--- src/hdl/fgrc_pkg.sv ---
package fgrc_pkg;

   localparam int WORD_W       = 16;
   localparam int ACC_W        = 32;
   localparam int VALUE_W      = 27;
   localparam int REM_W        = 26;
   localparam int QUOT_W       = 7;
   localparam int DIV_STEPS    = QUOT_W;
   localparam int DIVISOR_W    = 20;
   localparam int SCALE_MILLI  = 1000;
   localparam int PERCENT_FULL = 100;
   // percent = rem * 100 / (design * 1000) = rem / (design * 10)
   localparam int DIV_SCALE    = SCALE_MILLI / PERCENT_FULL;

   localparam logic STATUS_OK          = 1'b0;
   localparam logic STATUS_UNSUPPORTED = 1'b1;

   typedef enum logic [2:0] {
      MODE_VOLTAGE = 3'd0,
      MODE_CURRENT = 3'd1,
      MODE_DESIGN  = 3'd2,
      MODE_REMAIN  = 3'd3,
      MODE_PERCENT = 3'd4
   } mode_type;

   typedef struct packed {
      logic                      is_div;
      logic                      status;
      logic signed [VALUE_W-1:0] value;
      logic        [REM_W-1:0]   rem;
      logic        [REM_W-1:0]   divisor;
      logic        [QUOT_W-1:0]  quot;
   } div_beat_type;

endpackage

--- src/hdl/fuel_gauge_reading_converter.sv ---
// Path from an accepted request beat to its response beat: two prep stages,
// then seven divide cells, one quotient bit per cell.
// Throughput: one beat per cycle; the whole row advances together and
// stalls only while a finished response waits on rsp_ready.
// Reset: synchronous, active high; clears all valid bits, payload is not reset.
module fuel_gauge_reading_converter
   import fgrc_pkg::*;
(
   input  logic                      clock,
   input  logic                      reset,
   input  logic                      req_valid,
   output logic                      req_ready,
   input  logic [2:0]                req_mode,
   input  logic [WORD_W-1:0]         req_reg_word,
   input  logic signed [ACC_W-1:0]   req_accumulated_uah,
   input  logic [WORD_W-1:0]         req_design_mah,
   output logic                      rsp_valid,
   input  logic                      rsp_ready,
   output logic signed [VALUE_W-1:0] rsp_value,
   output logic                      rsp_status
);

   logic         advance;
   logic         cell_valid [0:DIV_STEPS];
   div_beat_type cell_beat  [0:DIV_STEPS];
   div_beat_type last_beat;

   // Advance the row whenever the last cell is empty or being drained.
   assign advance   = !cell_valid[DIV_STEPS] || rsp_ready;
   assign req_ready = advance;

   // Scale, clamp and line up the divisor for the percent divide.
   fgrc_prep u_prep (
      .clock       (clock),
      .reset       (reset),
      .advance     (advance),
      .in_valid    (req_valid),
      .in_mode     (req_mode),
      .in_reg_word (req_reg_word),
      .in_acc      (req_accumulated_uah),
      .in_design   (req_design_mah),
      .out_valid   (cell_valid[0]),
      .out_beat    (cell_beat[0])
   );

   // Row of restoring divide cells; beats that need no divide ride along.
   for (genvar g = 0; g < DIV_STEPS; g++) begin : g_cell
      fgrc_div_cell u_cell (
         .clock     (clock),
         .reset     (reset),
         .advance   (advance),
         .in_valid  (cell_valid[g]),
         .in_beat   (cell_beat[g]),
         .out_valid (cell_valid[g+1]),
         .out_beat  (cell_beat[g+1])
      );
   end

   assign last_beat  = cell_beat[DIV_STEPS];
   assign rsp_valid  = cell_valid[DIV_STEPS];
   assign rsp_status = last_beat.status;

   // Select the quotient for a beat that was divided, the carried value otherwise.
   always_comb begin
      if (last_beat.is_div) begin
         rsp_value = VALUE_W'(last_beat.quot);
      end else begin
         rsp_value = last_beat.value;
      end
   end

   a_unsupported_zero: assert property (@(posedge clock) disable iff (reset)
      rsp_valid && (rsp_status == STATUS_UNSUPPORTED) |-> (rsp_value == '0))
      else $error("unsupported mode with nonzero value");

   a_percent_range: assert property (@(posedge clock) disable iff (reset)
      rsp_valid && last_beat.is_div |-> (last_beat.quot <= QUOT_W'(PERCENT_FULL)))
      else $error("percent above full");

   a_stall_blocks_input: assert property (@(posedge clock) disable iff (reset)
      rsp_valid && !rsp_ready |-> !req_ready)
      else $error("request taken while the row is stalled");

endmodule

--- src/hdl/fgrc_prep.sv ---
module fgrc_prep
   import fgrc_pkg::*;
(
   input  logic                     clock,
   input  logic                     reset,
   input  logic                     advance,
   input  logic                     in_valid,
   input  logic [2:0]               in_mode,
   input  logic [WORD_W-1:0]        in_reg_word,
   input  logic signed [ACC_W-1:0]  in_acc,
   input  logic [WORD_W-1:0]        in_design,
   output logic                     out_valid,
   output div_beat_type             out_beat
);

   // stage 1: scale by the milli factor
   logic signed [WORD_W:0]    word_op;
   logic signed [VALUE_W:0]   word_prod;
   logic [REM_W-1:0]          full_in;

   logic                      s1_valid_ff;
   mode_type                  s1_mode_ff;
   logic signed [VALUE_W-1:0] s1_scaled_ff;
   logic [WORD_W-1:0]         s1_word_ff;
   logic [WORD_W-1:0]         s1_design_ff;
   logic [REM_W-1:0]          s1_full_ff;
   logic signed [ACC_W-1:0]   s1_acc_ff;

   // stage 2: clamp and form the divide beat
   logic signed [REM_W+7:0]   sum;
   logic [REM_W-1:0]          clamped;
   logic [DIVISOR_W-1:0]      div_base;
   div_beat_type              beat_in;
   logic                      s2_valid_ff;
   div_beat_type              s2_beat_ff;

   always_comb begin
      if (mode_type'(in_mode) == MODE_CURRENT) begin
         word_op = $signed({in_reg_word[WORD_W-1], in_reg_word});
      end else begin
         word_op = $signed({1'b0, in_reg_word});
      end
      word_prod = word_op * $signed(12'(SCALE_MILLI));
      full_in   = REM_W'(in_design) * REM_W'(SCALE_MILLI);
   end

   always_ff @(posedge clock) begin
      if (reset) begin
         s1_valid_ff <= 1'b0;
      end else if (advance) begin
         s1_valid_ff <= in_valid;
      end
   end

   always_ff @(posedge clock) begin
      if (advance) begin
         s1_mode_ff   <= mode_type'(in_mode);
         s1_scaled_ff <= word_prod[VALUE_W-1:0];
         s1_word_ff   <= in_reg_word;
         s1_design_ff <= in_design;
         s1_full_ff   <= full_in;
         s1_acc_ff    <= in_acc;
      end
   end

   always_comb begin
      sum = $signed({8'd0, s1_full_ff}) + $signed({{2{s1_acc_ff[ACC_W-1]}}, s1_acc_ff});
      if (sum[REM_W+7]) begin
         clamped = '0;
      end else if (sum > $signed({8'd0, s1_full_ff})) begin
         clamped = s1_full_ff;
      end else begin
         clamped = sum[REM_W-1:0];
      end
      div_base = DIVISOR_W'(s1_design_ff) * DIVISOR_W'(DIV_SCALE);

      beat_in.is_div  = 1'b0;
      beat_in.status  = STATUS_OK;
      beat_in.value   = '0;
      beat_in.rem     = clamped;
      beat_in.divisor = REM_W'(div_base) << (QUOT_W - 1);
      beat_in.quot    = '0;
      case (s1_mode_ff)
         MODE_VOLTAGE, MODE_CURRENT: begin
            beat_in.value = s1_scaled_ff;
         end
         MODE_DESIGN: begin
            beat_in.value = VALUE_W'(s1_word_ff);
         end
         MODE_REMAIN: begin
            beat_in.value = VALUE_W'(clamped);
         end
         MODE_PERCENT: begin
            // zero design leaves value at zero and skips the divide
            beat_in.is_div = (s1_design_ff != '0);
         end
         default: begin
            beat_in.status = STATUS_UNSUPPORTED;
         end
      endcase
   end

   always_ff @(posedge clock) begin
      if (reset) begin
         s2_valid_ff <= 1'b0;
      end else if (advance) begin
         s2_valid_ff <= s1_valid_ff;
      end
   end

   always_ff @(posedge clock) begin
      if (advance) begin
         s2_beat_ff <= beat_in;
      end
   end

   assign out_valid = s2_valid_ff;
   assign out_beat  = s2_beat_ff;

endmodule

--- src/hdl/fgrc_div_cell.sv ---
module fgrc_div_cell
   import fgrc_pkg::*;
(
   input  logic         clock,
   input  logic         reset,
   input  logic         advance,
   input  logic         in_valid,
   input  div_beat_type in_beat,
   output logic         out_valid,
   output div_beat_type out_beat
);

   logic         take;
   div_beat_type beat_in;
   logic         valid_ff;
   div_beat_type beat_ff;

   // one restoring step: subtract the aligned divisor if it fits, shift it down
   always_comb begin
      take            = (in_beat.rem >= in_beat.divisor);
      beat_in         = in_beat;
      beat_in.quot    = {in_beat.quot[QUOT_W-2:0], take};
      beat_in.divisor = in_beat.divisor >> 1;
      if (take) begin
         beat_in.rem = in_beat.rem - in_beat.divisor;
      end
   end

   always_ff @(posedge clock) begin
      if (reset) begin
         valid_ff <= 1'b0;
      end else if (advance) begin
         valid_ff <= in_valid;
      end
   end

   always_ff @(posedge clock) begin
      if (advance) begin
         beat_ff <= beat_in;
      end
   end

   assign out_valid = valid_ff;
   assign out_beat  = beat_ff;

   a_rem_bounded: assert property (@(posedge clock) disable iff (reset)
      out_valid && out_beat.is_div |->
         ({1'b0, out_beat.rem} < {out_beat.divisor, 1'b0}))
      else $error("partial remainder exceeds twice the divisor");

   a_hold_on_stall: assert property (@(posedge clock) disable iff (reset)
      !advance |=> $stable(out_valid) && (!out_valid || $stable(out_beat)))
      else $error("cell changed while stalled");

   a_valid_moves: assert property (@(posedge clock) disable iff (reset)
      advance |=> out_valid == $past(in_valid))
      else $error("valid did not follow its neighbor");

endmodule
--- config.mk ---
export PLATFORM = sky130hd
export DESIGN_NAME = fuel_gauge_reading_converter
export DESIGN_NICKNAME = d
export VERILOG_FILES = /design/src/hdl/fgrc_pkg.sv /design/src/hdl/fuel_gauge_reading_converter.sv /design/src/hdl/fgrc_prep.sv /design/src/hdl/fgrc_div_cell.sv
export SDC_FILE = /design/constraint.sdc
export NUM_CORES = 1
export LEC_CHECK = 0
export BUFFER_PORTS_ARGS = -buffer_cell sky130_fd_sc_hd__buf_4
export CAP_MARGIN = 40
export CORE_MARGIN = 5
export CORE_UTILIZATION = 60
export CTS_BUF_LIST = sky130_fd_sc_hd__clkbuf_8 sky130_fd_sc_hd__clkbuf_16
export DETAILED_ROUTE_END_ITERATION = 10
export PLACE_DENSITY_LB_ADDON = 0.08
export SETUP_SLACK_MARGIN = 0.15
export SYNTH_ARGS = -nofsm -noshare
export SYNTH_HDL_FRONTEND = slang
export SYNTH_SLANG_ARGS = --single-unit
--- constraint.sdc ---
create_clock -name clock -period 32.3 [get_ports clock]
set_clock_uncertainty 0.15 [all_clocks]
set_input_delay 6.46 -clock clock [delete_from_list [all_inputs] [get_ports clock]]
set_output_delay 6.46 -clock clock [all_outputs]
set_load 0.02 [all_outputs]
==> key figures <==
STA
  – Final setup margin: 17,710 ps
  – Final Cycle Share: a little under half
  – Unrepaired setup endpoints after global routing: false
  – Max-slew violations: 0
  – Final setup viols: 0
  – Worst-Margin Slew: 926 ps
  – Final TNS setup: 0 ps
  – Max Freq: between 60 and 70 MHz
  – Worst slew margin: around two fifths
  – Minimum clock period: between 10,000 and 15,000 ps
  – Endpoints failing hold: 0
  – Hold slack: around 250 ps

Die
  – Core area: ~62,000 µm²
  – Die Ht: 260 µm
  – Die Width: about 260 µm
  – Rows: 91
  – I/O pin cnt: just over 100
  – Initial core utilization: 60.7%
  – Total Die Area: 67,500 µm²

Route
  – Initial DRC Count: 1,114
  – Total routed wirelength: 70,600 µm
  – ANT nets after route: 0
  – Routed WL per cell: 17.8 µm
  – Routed vias: 22,167
  – DRC: 0
  – First-pass DRT Iterations: 8
  – Vias per inst: 5.60

Worst setup path
  – Crit end category: primary output
  – WP data required: 25,690 ps
  – Worst EP arrival: around 8000 ps
  – CP Launch Type: input pin
  – Worst-path fanout max: 68
  – Crit path kind: in -> out

Placed design
  – Post-Place Cell Area: 39,400 µm²
  – I/O Buffers: 100
  – Placer Congestion: 0.934
  – Dpl cells: 3,821
  – Dpl ws: approximately 18,000 ps
  – Post-DP HPWL: 54,100 µm

Run status
  – Status: finished clean

Logic synthesis
  – Cell count after synthesis: 2,899
  – Register bit count reported by yosys: between 600 and 700
  – Post-synth EDFFs: about 690
  – Yosys warnings: 0
  – Asr flop ratio synth: 0%
  – Main synth FF type: edfxtp_1
  – Synth Net Count: 3,414
  – Synth Area in Adders: between 15 and 20%
  – Sequential element share of the synthesized area: 55.4%
  – Largest family of logic cells by synthesized area: adder cells
  – Synth Area in Compound Gates: 9.27%
  – Mux cell area share after synthesis: ~2.4%
  – Post-Syn Area: 37,400 µm²
  – XOR/XNOR Fraction of Synth Area: 3.84%
  – Post-synth cell types: 82
  – Avg Cell Area, Syn: 12.9 µm²
  – Area fraction in and, or, nand and nor cells after synthesis: 8.37%

Clocking
  – Root Driver: clkbuf_16
  – Hold bufs inserted after CTS: 0
  – # H-tree levels: 3
  – CTS tree: yes
  – Clock latency on the worst-skew pair: 630 ps
  – CTS Buffer Depth: 3
  – Clock sinks: 694
  – CTS buffer count: 74
  – Clock slew at reported path FFs: 60 ps
  – Post_cts resized: 0
  – # Post-CTS Setup Buffers: 0

Pwr
  – Pleak: 18.0 nW
  – Flop pwr share: 35.7%
  – Clock power share: 20.5%
  – Pint: 2.62 mW
  – Power Total: 4.06 mW
  – Switching pwr: 1.44 mW
  – Sw frac: 35.5%
  – Max VDD drop: roughly 63 µV
  – Combinational share of power: between 40% and 50%
  – PwrDens: 97.0 nW/µm²

Layout
  – Final nets: 3,575
  – Final design utilization: 67.8%
  – Cell Count, Final, Fillers Out: 3,958
  – Synth-to-Final Area Change: 11.7%
  – Finished Cell Area: about 42,000 µm²
  – Share of cells above drive strength 1: 10.0%
  – Antenna Cells: 0

Worst hold path
  – Worst hold path class: reg -> reg

Global route
  – GRT Total Usage: roughly a fifth
  – Met3 global-route usage: 2.93%
  – Global-route wire length before repair: 115,000 µm
  – Met1 Use GR: 25.7%
  – GRT overflow: 0
  – Initial antenna violation count: 0
  – Global routing's busiest layer: met2
  – Largest net degree at the start of global routing: roughly 140
  – Vias in the first global route: 22,972
  – Met2 usage: 38.3%

Job
  – Max-Cap Viols: 0
synth_stat cells, types with 14 or more instances:
cell	number	area, µm²
nand4_1	25	156
a21o_1	58	435
o21ai_0	96	480
mux2_2	53	597
nand3_1	52	260
o21a_1	29	218
xnor2_1	113	990
and3_1	14	87.6
nand2_1	157	589
nor4_1	19	119
mux2i_1	27	270
or3_1	15	93.8
clkbuf_1	28	105
nor2b_1	60	375
ha_1	319	3990
inv_1	291	1090
edfxtp_1	685	20600
xor2_1	51	447
nand2b_1	24	150
nor3_1	53	265
nor2_1	167	627
a21boi_0	17	128
o211ai_1	14	105
fa_1	125	2500
a21oi_1	201	1010
critical path, cell delays in order:
cell,delay (ps)
buf_4,110
nor2b_1,710
inv_8,350
buf_4,290
layer usage:
metal	share of wire [%]	routed length (µm)	vias to the layer above
li1	-	-	10913
met2	52	37000	434
met3	3.9	2740	144
met4	4.2	3000	0
met5	0	0	-
met1	39	27900	10676
cell families (layout without fill, tap and decap cells):
family / count (synthesis) / in the layout
flops: 694 / 694
simple gates: 637 / 637
compound gates: 547 / 547
fa+ha+maj: 444 / 444
buf+inv: 330 / 552
xor+xnor: 164 / 164
mux: 82 / 82
other cells: 1 / 1
flip-flops by register name, indices dropped and copies added, names as in the netlist, 3 cells and up:
| signal | cells |
|---|---|
| u_prep.s1_word_ff | 16 |
| g_cell.u_cell.out_valid | 7 |
| u_prep.s1_acc_ff | 32 |
| g_cell.u_cell.out_beat | 501 |
| u_prep.s1_full_ff | 21 |
| u_prep.s1_design_ff | 16 |
| u_prep.out_beat | 74 |
| u_prep.s1_scaled_ff | 22 |
| u_prep.s1_mode_ff | 3 |
power by group through the flow:
stage	registers [mW]	logic (mW)	clock network, mW
CTS	1.45	1.78	0.853
detailed placement	1.47	1.76	0
global placement	1.46	1.71	0
finish	1.45	1.78	0.833
global route	1.47	2.00	0.900
floorplan	1.42	1.40	0
layout make-up:
cell class	count	area [µm²]
flip-flops and latches	694	20700
fillers	4420	19900
multi-input cells	1875	15400
clock buffers	75	1870
inverters	292	1100
well taps	837	1050
repair buffers	123	1020
clock inverters	62	603
placed cells by master (no fill, tap or decap), drive strengths merged, types with 58 or more instances in the layout:
master and instances:
fa 125, clkbuf 75, o21ai 109, ha 319
edfxtp 685, a21oi 201, nor2 167, buf 122
xnor2 113, nor2b 60, a21o 58, nand2 157
inv 310
final timing paths:
| path | start | cells after the start | slack [ps] | endpoint |
|---|---|---|---|---|
| worst max-delay path | rsp_ready | 4 | 17710 | req_ready |
| worst min-delay path | u_prep.out_beat[64]$_DFFE_PP_ | 0 | 250 | g_cell[0].u_cell.out_beat[64]$_DFFE_PP_ |
| worst max register to register | u_prep.s1_design_ff[0]$_DFFE_PP_ | 22 | 25820 | u_prep.out_beat[74]$_DFFE_PP_ |
| worst min register to register | u_prep.out_beat[64]$_DFFE_PP_ | 0 | 250 | g_cell[0].u_cell.out_beat[64]$_DFFE_PP_ |
No activity file was read; power rests on OpenSTA's default activity.
